--- config.mk ---
export PLATFORM = sky130hd
export DESIGN_NAME = two_level_precedence_evaluator_core
export DESIGN_NICKNAME = d
export VERILOG_FILES = /design/src/rtl/tpe_pkg.sv /design/src/rtl/tpe_alu.sv /design/src/rtl/tpe_datapath.sv /design/src/rtl/tpe_controller.sv /design/src/rtl/two_level_precedence_evaluator_core.sv
export SDC_FILE = /design/constraint.sdc
export NUM_CORES = 1
export LEC_CHECK = 0
export BUFFER_PORTS_ARGS = -buffer_cell sky130_fd_sc_hd__buf_4
export CAP_MARGIN = 0
export CORE_MARGIN = 2
export CORE_UTILIZATION = 44
export CTS_BUF_LIST = sky130_fd_sc_hd__clkbuf_8
export CTS_CLUSTER_SIZE = 14
export DETAILED_ROUTE_END_ITERATION = 8
export SETUP_SLACK_MARGIN = 0.05
export SKIP_LAST_GASP = 1
export SYNTH_ARGS = -nofsm -noshare
export SYNTH_HDL_FRONTEND = slang
export SYNTH_SLANG_ARGS = --single-unit
--- constraint.sdc ---
create_clock -name clk -period 10.7 [get_ports clk]
set_input_delay 0.535 -clock clk [delete_from_list [all_inputs] [get_ports clk]]
set_output_delay 0.535 -clock clk [all_outputs]
set_load 0.01 [all_outputs]
--- src/rtl/tpe_pkg.sv ---
// Shared types and constants for the two-level precedence evaluator.
// Holds operator codes, selector enums, FSM states and the command/status structs.
// No dependencies.
`timescale 1ns / 1ps
`default_nettype none

package tpe_pkg;

  // Default datapath width
  localparam int WIDTH_DEFAULT = 32;

  // Operator codes on the next_op field
  localparam logic [2:0] OP_ADD = 3'd0;
  localparam logic [2:0] OP_SUB = 3'd1;
  localparam logic [2:0] OP_MUL = 3'd2;
  localparam logic [2:0] OP_DIV = 3'd3;
  localparam logic [2:0] OP_EQ  = 3'd4;

  // Arithmetic unit operation, also the stored operator code
  typedef enum logic [1:0] {
    ALU_ADD = 2'd0,
    ALU_SUB = 2'd1,
    ALU_MUL = 2'd2,
    ALU_DIV = 2'd3
  } alu_op_t;

  // Operand and operator selectors of the arithmetic unit
  typedef enum logic {
    SRC_A_LEFT   = 1'b0,
    SRC_A_MIDDLE = 1'b1
  } src_a_t;

  typedef enum logic {
    SRC_B_MIDDLE = 1'b0,
    SRC_B_INPUT  = 1'b1
  } src_b_t;

  typedef enum logic {
    OP_SRC_LEFT  = 1'b0,
    OP_SRC_RIGHT = 1'b1
  } op_src_t;

  // Expression fill level
  typedef enum logic [1:0] {
    PH_EMPTY = 2'd0,
    PH_ONE   = 2'd1,
    PH_TWO   = 2'd2
  } phase_t;

  // Controller states
  typedef enum logic [2:0] {
    ST_IDLE      = 3'd0,
    ST_DECODE    = 3'd1,
    ST_WAIT_MID  = 3'd2,
    ST_WAIT_LEFT = 3'd3,
    ST_POST      = 3'd4,
    ST_WAIT_FIN  = 3'd5,
    ST_FINISH    = 3'd6
  } state_t;

  // Commands from controller to datapath
  typedef struct packed {
    logic    in_load;
    logic    alu_start;
    src_a_t  a_sel;
    src_b_t  b_sel;
    op_src_t op_sel;
    logic    left_from_in;
    logic    mid_from_in;
    logic    mid_from_alu;
    logic    left_from_alu;
    logic    rop_load;
    logic    fin_from_in;
    logic    fin_from_alu;
    logic    out_load;
    logic    clear;
  } tpe_cmd_t;

  // Status from datapath to controller
  typedef struct packed {
    logic    eq;
    alu_op_t lop;
    alu_op_t rop;
    logic    alu_done;
    logic    out_free;
  } tpe_status_t;

endpackage

`default_nettype wire

--- src/rtl/tpe_alu.sv ---
// Arithmetic unit: add/subtract registered straight from start, bit-serial multiply and divide.
// Uses tpe_pkg for the operation codes.
`timescale 1ns / 1ps
`default_nettype none

module tpe_alu #(
  parameter int WIDTH = tpe_pkg::WIDTH_DEFAULT
) (
  input  wire logic                  clk,
  input  wire logic                  rst,
  input  wire logic                  start,
  input  wire tpe_pkg::alu_op_t      op,
  input  wire logic [WIDTH-1:0]      a,
  input  wire logic [WIDTH-1:0]      b,
  output logic                       done,
  output logic [WIDTH-1:0]           res,
  output logic                       dz
);

  localparam int CW = $clog2(WIDTH + 1);

  logic             busy;
  logic [CW-1:0]    cnt;
  logic             kind_div;
  logic             neg;
  logic [WIDTH-1:0] acc;
  logic [WIDTH-1:0] x;
  logic [WIDTH-1:0] y;

  logic [WIDTH-1:0] abs_a;
  logic [WIDTH-1:0] abs_b;
  logic [WIDTH:0]   shifted;
  logic [WIDTH:0]   diff;

  // Magnitudes and one restoring-division step
  always_comb begin
    abs_a   = a[WIDTH-1] ? (~a + 1'b1) : a;
    abs_b   = b[WIDTH-1] ? (~b + 1'b1) : b;
    shifted = {acc, x[WIDTH-1]};
    diff    = shifted - {1'b0, y};
  end

  // Sequence control: busy, step count, completion pulse
  always_ff @(posedge clk) begin
    if (rst) begin
      busy <= 1'b0;
      done <= 1'b0;
      cnt  <= '0;
    end else begin
      done <= 1'b0;
      if (start) begin
        unique case (op)
          tpe_pkg::ALU_ADD, tpe_pkg::ALU_SUB: begin
            done <= 1'b1;
          end
          tpe_pkg::ALU_MUL: begin
            busy <= 1'b1;
            cnt  <= CW'(WIDTH);
          end
          tpe_pkg::ALU_DIV: begin
            if (b == '0) begin
              done <= 1'b1;
            end else begin
              busy <= 1'b1;
              cnt  <= CW'(WIDTH);
            end
          end
          default: begin
            done <= 1'b1;
          end
        endcase
      end else if (busy) begin
        if (cnt != '0) begin
          cnt <= cnt - 1'b1;
        end else begin
          busy <= 1'b0;
          done <= 1'b1;
        end
      end
    end
  end

  // Operand, partial result and result registers
  always_ff @(posedge clk) begin
    if (start) begin
      dz <= 1'b0;
      unique case (op)
        tpe_pkg::ALU_ADD: res <= a + b;
        tpe_pkg::ALU_SUB: res <= a - b;
        tpe_pkg::ALU_MUL: begin
          kind_div <= 1'b0;
          acc      <= '0;
          x        <= a;
          y        <= b;
        end
        tpe_pkg::ALU_DIV: begin
          if (b == '0) begin
            res <= '0;
            dz  <= 1'b1;
          end else begin
            kind_div <= 1'b1;
            neg      <= a[WIDTH-1] ^ b[WIDTH-1];
            acc      <= '0;
            x        <= abs_a;
            y        <= abs_b;
          end
        end
        default: res <= '0;
      endcase
    end else if (busy) begin
      if (cnt != '0) begin
        if (kind_div) begin
          // Shift in one dividend bit, keep the remainder if the trial is non-negative
          if (!diff[WIDTH]) begin
            acc <= diff[WIDTH-1:0];
          end else begin
            acc <= shifted[WIDTH-1:0];
          end
          x <= {x[WIDTH-2:0], ~diff[WIDTH]};
        end else begin
          // Add the shifted multiplicand for each set multiplier bit
          if (y[0]) begin
            acc <= acc + x;
          end
          x <= {x[WIDTH-2:0], 1'b0};
          y <= {1'b0, y[WIDTH-1:1]};
        end
      end else begin
        if (kind_div) begin
          res <= neg ? (~x + 1'b1) : x;
        end else begin
          res <= acc;
        end
      end
    end
  end

endmodule

`default_nettype wire

--- src/rtl/tpe_datapath.sv ---
// Datapath: input capture, left/middle values, operators, error flag and output register.
// Uses tpe_pkg and instantiates tpe_alu.
`timescale 1ns / 1ps
`default_nettype none

module tpe_datapath #(
  parameter int WIDTH = tpe_pkg::WIDTH_DEFAULT
) (
  input  wire logic                 clk,
  input  wire logic                 rst,
  input  wire tpe_pkg::tpe_cmd_t    cmd,
  output tpe_pkg::tpe_status_t      status,
  input  wire logic signed [31:0]   operand,
  input  wire logic [2:0]           next_op,
  output logic                      out_valid,
  input  wire logic                 out_ready,
  output logic signed [31:0]        value,
  output logic                      div_zero
);

  logic [WIDTH-1:0]  in_v;
  logic [1:0]        in_op;
  logic              in_eq;
  logic [WIDTH-1:0]  left;
  logic [WIDTH-1:0]  middle;
  tpe_pkg::alu_op_t  lop;
  tpe_pkg::alu_op_t  rop;
  logic              error_seen;
  logic [WIDTH-1:0]  fin_val;

  logic signed [63:0] op_ext;
  logic signed [63:0] fin_ext;
  logic [WIDTH-1:0]   alu_a;
  logic [WIDTH-1:0]   alu_b;
  tpe_pkg::alu_op_t   alu_op;
  logic               alu_done;
  logic [WIDTH-1:0]   alu_res;
  logic               alu_dz;

  // Sign-extend the operand, then wrap to WIDTH; same for the result going out
  always_comb begin
    op_ext  = 64'(operand);
    fin_ext = 64'(signed'(fin_val));
  end

  // Select arithmetic operands and operator
  always_comb begin
    alu_a  = (cmd.a_sel == tpe_pkg::SRC_A_LEFT) ? left : middle;
    alu_b  = (cmd.b_sel == tpe_pkg::SRC_B_MIDDLE) ? middle : in_v;
    alu_op = (cmd.op_sel == tpe_pkg::OP_SRC_LEFT) ? lop : rop;
  end

  tpe_alu #(
    .WIDTH(WIDTH)
  ) u_alu (
    .clk   (clk),
    .rst   (rst),
    .start (cmd.alu_start),
    .op    (alu_op),
    .a     (alu_a),
    .b     (alu_b),
    .done  (alu_done),
    .res   (alu_res),
    .dz    (alu_dz)
  );

  // Capture the accepted transaction
  always_ff @(posedge clk) begin
    if (cmd.in_load) begin
      in_v  <= op_ext[WIDTH-1:0];
      in_op <= next_op[1:0];
      in_eq <= (next_op >= tpe_pkg::OP_EQ);
    end
  end

  // Expression state
  always_ff @(posedge clk) begin
    if (rst || cmd.clear) begin
      left       <= '0;
      middle     <= '0;
      lop        <= tpe_pkg::ALU_ADD;
      rop        <= tpe_pkg::ALU_ADD;
      error_seen <= 1'b0;
    end else begin
      if (cmd.left_from_in) begin
        left <= in_v;
        lop  <= tpe_pkg::alu_op_t'(in_op);
      end
      if (cmd.mid_from_in) begin
        middle <= in_v;
        rop    <= tpe_pkg::alu_op_t'(in_op);
      end
      if (cmd.mid_from_alu) begin
        middle <= alu_res;
      end
      if (cmd.left_from_alu) begin
        left   <= alu_res;
        middle <= in_v;
        lop    <= rop;
      end
      if (cmd.rop_load) begin
        rop <= tpe_pkg::alu_op_t'(in_op);
      end
      if (alu_done && alu_dz) begin
        error_seen <= 1'b1;
      end
    end
  end

  // Hold the final value until the output slot frees
  always_ff @(posedge clk) begin
    if (cmd.fin_from_in) begin
      fin_val <= in_v;
    end else if (cmd.fin_from_alu) begin
      fin_val <= alu_res;
    end
  end

  // Output register and its valid flag
  always_ff @(posedge clk) begin
    if (rst) begin
      out_valid <= 1'b0;
    end else if (cmd.out_load) begin
      out_valid <= 1'b1;
    end else if (out_ready) begin
      out_valid <= 1'b0;
    end
  end

  always_ff @(posedge clk) begin
    if (cmd.out_load) begin
      value    <= fin_ext[31:0];
      div_zero <= error_seen;
    end
  end

  // Report status to the controller
  always_comb begin
    status.eq       = in_eq;
    status.lop      = lop;
    status.rop      = rop;
    status.alu_done = alu_done;
    status.out_free = !out_valid || out_ready;
  end

endmodule

`default_nettype wire

--- src/rtl/tpe_controller.sv ---
// Controller: sequences the folds of one transaction and tracks the expression phase.
// Uses tpe_pkg for states, phases and the command/status structs.
`timescale 1ns / 1ps
`default_nettype none

module tpe_controller (
  input  wire logic                  clk,
  input  wire logic                  rst,
  input  wire logic                  in_valid,
  output logic                       in_ready,
  input  wire tpe_pkg::tpe_status_t  status,
  output tpe_pkg::tpe_cmd_t          cmd
);

  tpe_pkg::state_t state;
  tpe_pkg::state_t state_next;
  tpe_pkg::phase_t phase;
  tpe_pkg::phase_t phase_next;
  logic            right_first;

  // Multiply or divide on the right binds before add or subtract on the left
  always_comb begin
    right_first = (status.lop == tpe_pkg::ALU_ADD || status.lop == tpe_pkg::ALU_SUB) &&
                  (status.rop == tpe_pkg::ALU_MUL || status.rop == tpe_pkg::ALU_DIV);
  end

  always_ff @(posedge clk) begin
    if (rst) begin
      state <= tpe_pkg::ST_IDLE;
      phase <= tpe_pkg::PH_EMPTY;
    end else begin
      state <= state_next;
      phase <= phase_next;
    end
  end

  // Next state
  always_comb begin
    state_next = state;
    unique case (state)
      tpe_pkg::ST_IDLE: begin
        if (in_valid) state_next = tpe_pkg::ST_DECODE;
      end
      tpe_pkg::ST_DECODE: begin
        unique case (phase)
          tpe_pkg::PH_ONE: begin
            state_next = status.eq ? tpe_pkg::ST_WAIT_FIN : tpe_pkg::ST_IDLE;
          end
          tpe_pkg::PH_TWO: begin
            state_next = right_first ? tpe_pkg::ST_WAIT_MID : tpe_pkg::ST_WAIT_LEFT;
          end
          default: begin
            state_next = status.eq ? tpe_pkg::ST_FINISH : tpe_pkg::ST_IDLE;
          end
        endcase
      end
      tpe_pkg::ST_WAIT_MID, tpe_pkg::ST_WAIT_LEFT: begin
        if (status.alu_done) state_next = tpe_pkg::ST_POST;
      end
      tpe_pkg::ST_POST: begin
        state_next = status.eq ? tpe_pkg::ST_WAIT_FIN : tpe_pkg::ST_IDLE;
      end
      tpe_pkg::ST_WAIT_FIN: begin
        if (status.alu_done) state_next = tpe_pkg::ST_FINISH;
      end
      tpe_pkg::ST_FINISH: begin
        if (status.out_free) state_next = tpe_pkg::ST_IDLE;
      end
      default: state_next = tpe_pkg::ST_IDLE;
    endcase
  end

  // Commands and phase update
  always_comb begin
    cmd        = '0;
    phase_next = phase;
    in_ready   = (state == tpe_pkg::ST_IDLE);
    unique case (state)
      tpe_pkg::ST_IDLE: begin
        cmd.in_load = in_valid;
      end
      tpe_pkg::ST_DECODE: begin
        unique case (phase)
          tpe_pkg::PH_ONE: begin
            if (status.eq) begin
              // left op operand, then finish
              cmd.alu_start = 1'b1;
              cmd.a_sel     = tpe_pkg::SRC_A_LEFT;
              cmd.b_sel     = tpe_pkg::SRC_B_INPUT;
              cmd.op_sel    = tpe_pkg::OP_SRC_LEFT;
            end else begin
              cmd.mid_from_in = 1'b1;
              phase_next      = tpe_pkg::PH_TWO;
            end
          end
          tpe_pkg::PH_TWO: begin
            cmd.alu_start = 1'b1;
            if (right_first) begin
              cmd.a_sel  = tpe_pkg::SRC_A_MIDDLE;
              cmd.b_sel  = tpe_pkg::SRC_B_INPUT;
              cmd.op_sel = tpe_pkg::OP_SRC_RIGHT;
            end else begin
              cmd.a_sel  = tpe_pkg::SRC_A_LEFT;
              cmd.b_sel  = tpe_pkg::SRC_B_MIDDLE;
              cmd.op_sel = tpe_pkg::OP_SRC_LEFT;
            end
          end
          default: begin
            // Empty expression: a lone operand before equals goes straight out
            if (status.eq) begin
              cmd.fin_from_in = 1'b1;
            end else begin
              cmd.left_from_in = 1'b1;
              phase_next       = tpe_pkg::PH_ONE;
            end
          end
        endcase
      end
      tpe_pkg::ST_WAIT_MID: begin
        cmd.mid_from_alu = status.alu_done;
      end
      tpe_pkg::ST_WAIT_LEFT: begin
        cmd.left_from_alu = status.alu_done;
      end
      tpe_pkg::ST_POST: begin
        if (status.eq) begin
          cmd.alu_start = 1'b1;
          cmd.a_sel     = tpe_pkg::SRC_A_LEFT;
          cmd.b_sel     = tpe_pkg::SRC_B_MIDDLE;
          cmd.op_sel    = tpe_pkg::OP_SRC_LEFT;
        end else begin
          cmd.rop_load = 1'b1;
        end
      end
      tpe_pkg::ST_WAIT_FIN: begin
        cmd.fin_from_alu = status.alu_done;
      end
      tpe_pkg::ST_FINISH: begin
        if (status.out_free) begin
          cmd.out_load = 1'b1;
          cmd.clear    = 1'b1;
          phase_next   = tpe_pkg::PH_EMPTY;
        end
      end
      default: begin
        cmd = '0;
      end
    endcase
  end

endmodule

`default_nettype wire

--- src/rtl/two_level_precedence_evaluator_core.sv ---
// Two-level precedence infix evaluator, top level.
// Instantiates tpe_controller and tpe_datapath; uses tpe_pkg.
//
// Usage:
//   Input channel (in_valid/in_ready) carries one operand and the operator that
//   follows it (0 add, 1 subtract, 2 multiply, 3 divide, 4..7 equals). Output
//   channel (out_valid/out_ready) carries one transaction per expression: the
//   value wrapped to WIDTH bits, sign-extended or cut to 32, and div_zero.
//   Sequence: an item that only stores values is decoded and the controller
//   returns to idle; a lone operand before equals goes straight to the finish
//   step. Add and subtract folds (and a divide by zero) complete directly in
//   the arithmetic unit, multiply and divide folds run through the bit-serial
//   unit; an item folds at most twice.
//   The output is registered: a waiting result does not block the next item
//   until that item itself produces a result, which then holds in the finish
//   step while out_ready is low.
//   Reset (rst, synchronous) empties the expression, clears the error flag
//   and drops out_valid.
`timescale 1ns / 1ps
`default_nettype none

module two_level_precedence_evaluator_core #(
  parameter int WIDTH = tpe_pkg::WIDTH_DEFAULT
) (
  input  wire logic               clk,
  input  wire logic               rst,
  input  wire logic               in_valid,
  output logic                    in_ready,
  input  wire logic signed [31:0] operand,
  input  wire logic [2:0]         next_op,
  output logic                    out_valid,
  input  wire logic               out_ready,
  output logic signed [31:0]      value,
  output logic                    div_zero
);

  tpe_pkg::tpe_cmd_t    cmd;
  tpe_pkg::tpe_status_t status;

  // Sequence each transaction
  tpe_controller u_ctrl (
    .clk      (clk),
    .rst      (rst),
    .in_valid (in_valid),
    .in_ready (in_ready),
    .status   (status),
    .cmd      (cmd)
  );

  // Hold values and compute
  tpe_datapath #(
    .WIDTH(WIDTH)
  ) u_dp (
    .clk       (clk),
    .rst       (rst),
    .cmd       (cmd),
    .status    (status),
    .operand   (operand),
    .next_op   (next_op),
    .out_valid (out_valid),
    .out_ready (out_ready),
    .value     (value),
    .div_zero  (div_zero)
  );

endmodule

`default_nettype wire
-- Word level (Yosys, flattened, before mapping)
Index checks and enable logic that the tools add are counted.
- register bits: 314
- bits of input ports: 39
- output and inout port bits: 35
- logic and storage cells: 194
- add/sub/neg operators: 8
- $lt $le $gt $ge: 1
- eq/ne operators: 27
- muxes and demuxes: 94
- bitwise operators: 6
- reduce and logical (&&, ||, !) cells: 34
- operator list (kind ; number):
    $mux 32 ; 33
    $pmux 32 s2 ; 3
    $add 32x1->32 const B ; 3
    $not 32->32 ; 3
    $pmux 32 s3 ; 1
    $add 32x32->32 ; 2
    $sub 33x32->33 ; 1
    $logic_not 32->1 ; 1
    $sub 32x32->32 ; 1
    $mux 6 ; 4
    $mux 1 ; 23
    $mux 2 ; 11
    $mux 3 ; 7
    $pmux 3 s6 ; 1
    $pmux 4 s2 ; 2
    $reduce_and 4->1 ; 4
    $reduce_bool 2->1 ; 8
    $ne 2x2->1 const B ; 7
    $pmux 6 s2 ; 1
    $eq 2x2->1 const B ; 5
    $reduce_and 5->1 ; 2
    $eq 3x3->1 const B ; 3
    $mux 4 ; 2
    $pmux 2 s2 ; 2
    23 further kinds ; 40

-- Longest topological paths before layout
- depth after elaboration: 13
- mapped depth: 25
- gate-level depth less buffers: 22

-- Hierarchy
Synthesis repeated with hierarchy kept, for this count alone.
- cells, all modules: 2307
- area total of the unflattened synthesis: 21684.5 µm²
- modules (own cells, without submodules) (module ; times used ; cells an instance ; area an instance (µm²) ; seq. area each (µm²)):
    tpe_alu ; 1 ; 1649 ; 13800.7 ; 4093.9
    tpe_datapath ; 1 ; 581 ; 7357.1 ; 4404.2
    tpe_controller ; 1 ; 77 ; 526.8 ; 100.1

-- Worst setup path after synthesis
Ideal clock, no wire load.
- path type: register to register
- from: reg u_ctrl.phase[0]
- to: reg u_dp.u_alu.res[27] (data pin)
- setup time: 0.158 ns
- arrival time: 5.643 ns
- data required time: 10.542 ns
- setup slack: 4.899 ns
- stages on the path, launching flop included: 24
- buffers on the path: 4
- period minus slack after synthesis: 5.801 ns
- path through: dfxtp_1 -> inv_1 -> ha_1 -> nor4b_4 -> o21a_1 -> buf_4 -> buf_4 -> buf_2 -> buf_2 -> mux2i_1 -> ha_1 -> o21a_1 -> nor2b_1 -> nor2_1 -> xor2_1 -> ha_1 -> a2111oi_0 -> a21oi_1 -> o31a_1 -> o311ai_1 -> nand2_1 -> o21ai_0 -> mux2_2 -> o211ai_1
- longest elaborated chain between the ends: 7
- elaborated cells on any way between the ends: 14
- those cells by class: add/sub (2); eq/ne (4); mux (7); reduce/logical (1)
- ends and longest elaborated chain (what ; line ; RTL):
    from (decl) ; tpe_controller.sv:17 ; tpe_pkg::phase_t phase;
    from (signal assigned) ; tpe_controller.sv:30 ; phase <= tpe_pkg::PH_EMPTY;
    from (signal assigned) ; tpe_controller.sv:33 ; phase <= phase_next;
    $eq 2x2->1 / $eq 2x1->1 (equally long branches) ; tpe_controller.sv:83 ; unique case (phase)
    $pmux 4 s2 (*) ; tpe_controller.sv:83 ;
    $pmux 4 s2 (*) ; tpe_controller.sv:78 ; unique case (state)
    $mux 32 (tied with other cells) ; tpe_datapath.sv:48 ; alu_a = (cmd.a_sel == tpe_pkg::SRC_A_LEFT) ? left : middle;
    $sub 32x32->32 (tied with other cells) ; tpe_alu.sv:89 ; tpe_pkg::ALU_SUB: res <= a - b;
    $pmux 32 s3 ; tpe_alu.sv:87 ; unique case (op)
    $mux 32 (*) ; tpe_alu.sv:85 ; if (start) begin
    to (signal assigned) ; tpe_alu.sv:88 ; tpe_pkg::ALU_ADD: res <= a + b;
    to (signal assigned) ; tpe_alu.sv:89 ;
    to (signal assigned) ; tpe_alu.sv:130 ; res <= neg ? (~x + 1'b1) : x;
    to (decl) ; tpe_alu.sv:16 ; output logic [WIDTH-1:0] res,
Every way passes the cells marked *; elsewhere a longest branch is shown, timed or not.
A chain may end at the register's enable or synchronous reset.

-- Worst setup path after layout
Ends and elaborated chain as after synthesis.

==> results.sh <==
export IMPL_postCtsSetupBuffers=0
export IMPL_ir_worst_vdd_v=0.000224
export IMPL_die_w_um=225
export IMPL_synth_mux_area_frac=0.0825
export IMPL_synth_top_cells_by_count="285 x nor2_1, 231 x edfxtp_1, 194 x a21oi_1"
export IMPL_cts_buffer_depth=3
export IMPL_synth_compound_area_frac=0.182
export IMPL_power_switching_mw=2.14
export IMPL_leakagePower_nw=9.22
export IMPL_cts_tree="done"
export IMPL_h_tree_depth=2
export IMPL_crit_buf_inv=2
export IMPL_slowest_stage="a2111oi_0"
export IMPL_cp_end_kind="register"
export IMPL_hp_class="in2reg"
export IMPL_seqPwrFrac=0.310
export IMPL_grt_max_degree=76
export IMPL_status="finished clean"
export IMPL_max_freq_ghz=0.157
export IMPL_synthCells=2335
export IMPL_postSynthAreaPerCell_um2=9.20
export IMPL_cp_top_family="compound AO/OA/AOI/OAI gates"
export IMPL_slew_limit_headroom=0.287
export IMPL_setup_ws_ps=4310
export IMPL_netlist_area_um2=21500
export IMPL_min_period_ps=6390
export IMPL_synth_edf_count=231
export IMPL_hold_violations=0
export IMPL_grt_pass1_vias=17113
export IMPL_drc=0
export IMPL_dieArea_um2=50600
export IMPL_area_growth_pct=10.5
export IMPL_grt_antenna_before_repair=1
export IMPL_path_max_fanout=43
export IMPL_synthAdderAreaFrac=0.0622
export IMPL_finalPower_mw=5.31
export IMPL_portBuffers=73
export IMPL_setup_viol=0
export IMPL_grt_overflow_total=0
export IMPL_num_nets_final=2518
export IMPL_skew_ps=25.8
export IMPL_synth_seq_cells=314
export IMPL_synth_nets=2479
export IMPL_rsz0062_at_grt="no"
export IMPL_synth_area_top_cells="edfxtp_1 32%, dfxtp_1 7.7%, mux2i_1 6.2%, ha_1 5.9%, nor2_1 5.0%"
export IMPL_synthXorXnorAreaFrac=0.0759
export IMPL_yosys_area_top_type="edfxtp_1"
export IMPL_ys_types=87
export IMPL_routedWlPerCell_um=20.7
export IMPL_synth_async_reset_ratio=0
export IMPL_synth_top_family_by_area="compound AO/OA/AOI/OAI gates"
export IMPL_yosys_warnings=0
export IMPL_synth_flop_cell="edfxtp_1"
export IMPL_cts_root_buf="clkbuf_8"
export IMPL_coreArea_um2=47900
export IMPL_clk_latency_ps=650
export IMPL_dpl_hpwl_um=46500
export IMPL_die_h_um=225
export IMPL_fill_cells=4497
export IMPL_drive_gt1_frac=0.104
export IMPL_p_comb_frac=0.464
export IMPL_critPathMaxStageDelay_ps=710
export IMPL_synth_top_area_frac=0.323
export IMPL_drt_total_wl_um=62900
export IMPL_worst_ep_arrival_time_ps=6850
export IMPL_synth_most_common_cell="nor2_1"
export IMPL_diodes=0
export IMPL_synth_simple_area_share=0.158
export IMPL_cts_hold_buf=0
export IMPL_ctsResizeCount=0
export IMPL_swShare=0.403
export IMPL_critPathKind="reg2reg"
export IMPL_gr_usage_all_layers=0.244
export IMPL_tns_ps=0
export IMPL_cts_buffers=54
export IMPL_ant_nets=0
export IMPL_crit_path_cell_trace="inv_1 > ha_1 > nor4b_4 > o21a_2 > buf_4 > mux2i_1 > ha_1 > o21a_1 > nor2b_1 > nor2_1 > xor2_1 > ha_1 > a2111oi_0 > a21oi_1 > o31a_1 > o311ai_1 > nand2_1 > o21ai_0 > mux2_2 > o211ai_1"
export IMPL_globalplace_congestion=0.933
export IMPL_cts_sinks=314
export IMPL_clock_power_share=0.227
export IMPL_grt_pass1_wl_um=96200
export IMPL_startpoint_type="register"
export IMPL_drv_slew=0
export IMPL_path_clk_slew_ps=70
export IMPL_yosysSeqAreaShare=0.400
export IMPL_fp_row_count=80
export IMPL_first_pass_iters=6
export IMPL_drtIter0Drc=1506
export IMPL_viasPerCell=5.93
export IMPL_hold_ws_ps=65.0
export IMPL_crit_required_ps=11160
export IMPL_cap_violations=0
export IMPL_final_period_utilization=0.597
export IMPL_intPower_mw=3.17
export IMPL_start_util=0.448
export IMPL_worstMarginPinSlew_ps=1070
export IMPL_dp_slack_ps=4450
export IMPL_cpMostUsedCell="ha_1"
export IMPL_vias=17970
export IMPL_ios=74
export IMPL_pwr_density_cell_nw_per_um2=224
==> layout by cell type, fill, tap and decap left out, drive strengths merged, types with 34 or more instances in the layout <==
cell,instances
edfxtp,231
xor2,93
nand3,35
o21ai,115
a21o,34
nor3,62
mux2i,132
ha,102
inv,113
buf,98
mux2,40
nor2,285
dfxtp,83
nand2,173
a211oi,94
clkbuf,58
a21oi,194
xnor2,93
==> per-layer routing <==
layer / up-vias / global-route usage / routed length [µm]
met5: - / 0 / 0
met4: 0 / 0.0923 / 2150
met3: 111 / 0.0310 / 2890
met2: 508 / 0.420 / 31100
met1: 8700 / 0.312 / 26700
li1: 8651 / - / -
==> sequential cells by signal, summed over array words and instances, names as in the netlist, 32 cells and up <==
name and cells:
u_dp.in_v 32, u_dp.left 32, u_dp.fin_val 32, u_dp.u_alu.res 32
u_dp.u_alu.acc 32, u_dp.value 32, u_dp.middle 32, u_dp.u_alu.y 32
u_dp.u_alu.x 32
==> path summary, 6_finish.rpt <==
| path | from | cells after the start | slack, ps | end |
|---|---|---|---|---|
| setup / recovery | u_ctrl.phase[0] | 20 | 4310 | u_dp.u_alu.res[27] |
| hold / removal | operand[4] | 1 | 70 | u_dp.in_v[4] |
| setup reg to reg | u_ctrl.phase[0] | 20 | 4310 | u_dp.u_alu.res[27] |
| hold reg to reg | u_dp.fin_val[13] | 0 | 420 | u_dp.value[13] |
==> kinds of logic (layout without fill, tap and decap cells) <==
| group | after synthesis | count (layout) |
|---|---|---|
| and+or+nand+nor | 729 | 729 |
| xor gates and xnor gates | 186 | 186 |
| DFF | 314 | 314 |
| muxes | 172 | 172 |
| buffers and inverters | 212 | 293 |
| adders and majority gates | 105 | 105 |
| AOI/OAI and AO/OA | 617 | 617 |
==> through the flow <==
step           utilization  cell area (µm²)  cells
3_5_place_dp         0.471            22600   2933
4_1_cts              0.495            23700   3031
3_3_place_gp         0.471            22600   2933
5_1_grt              0.495            23700   3031
6_report             0.495            23700   3031
2_1_floorplan            -            21500   2335
==> power groups by stage <==
stage | Sequential [mW] | Clock (mW) | Combinational, mW
after global routing | 1.66 | 1.28 | 2.70
final | 1.65 | 1.20 | 2.46
after CTS | 1.64 | 1.23 | 2.43
after floorplan | 1.59 | 0 | 1.91
after global placement | 1.67 | 0 | 2.38
after detailed placement | 1.67 | 0 | 2.41
==> cell type report <==
type | count | area [µm²] | area share
inverters | 97 | 367 | 0.0155
well taps | 615 | 769 | 0.0324
clock buffers | 58 | 798 | 0.0337
repair buffers | 98 | 736 | 0.0310
multi-input cells | 1809 | 12100 | 0.510
clock inverters | 40 | 364 | 0.0153
flip-flops and latches | 314 | 8600 | 0.362
No activity file was read; power rests on OpenSTA's default activity.
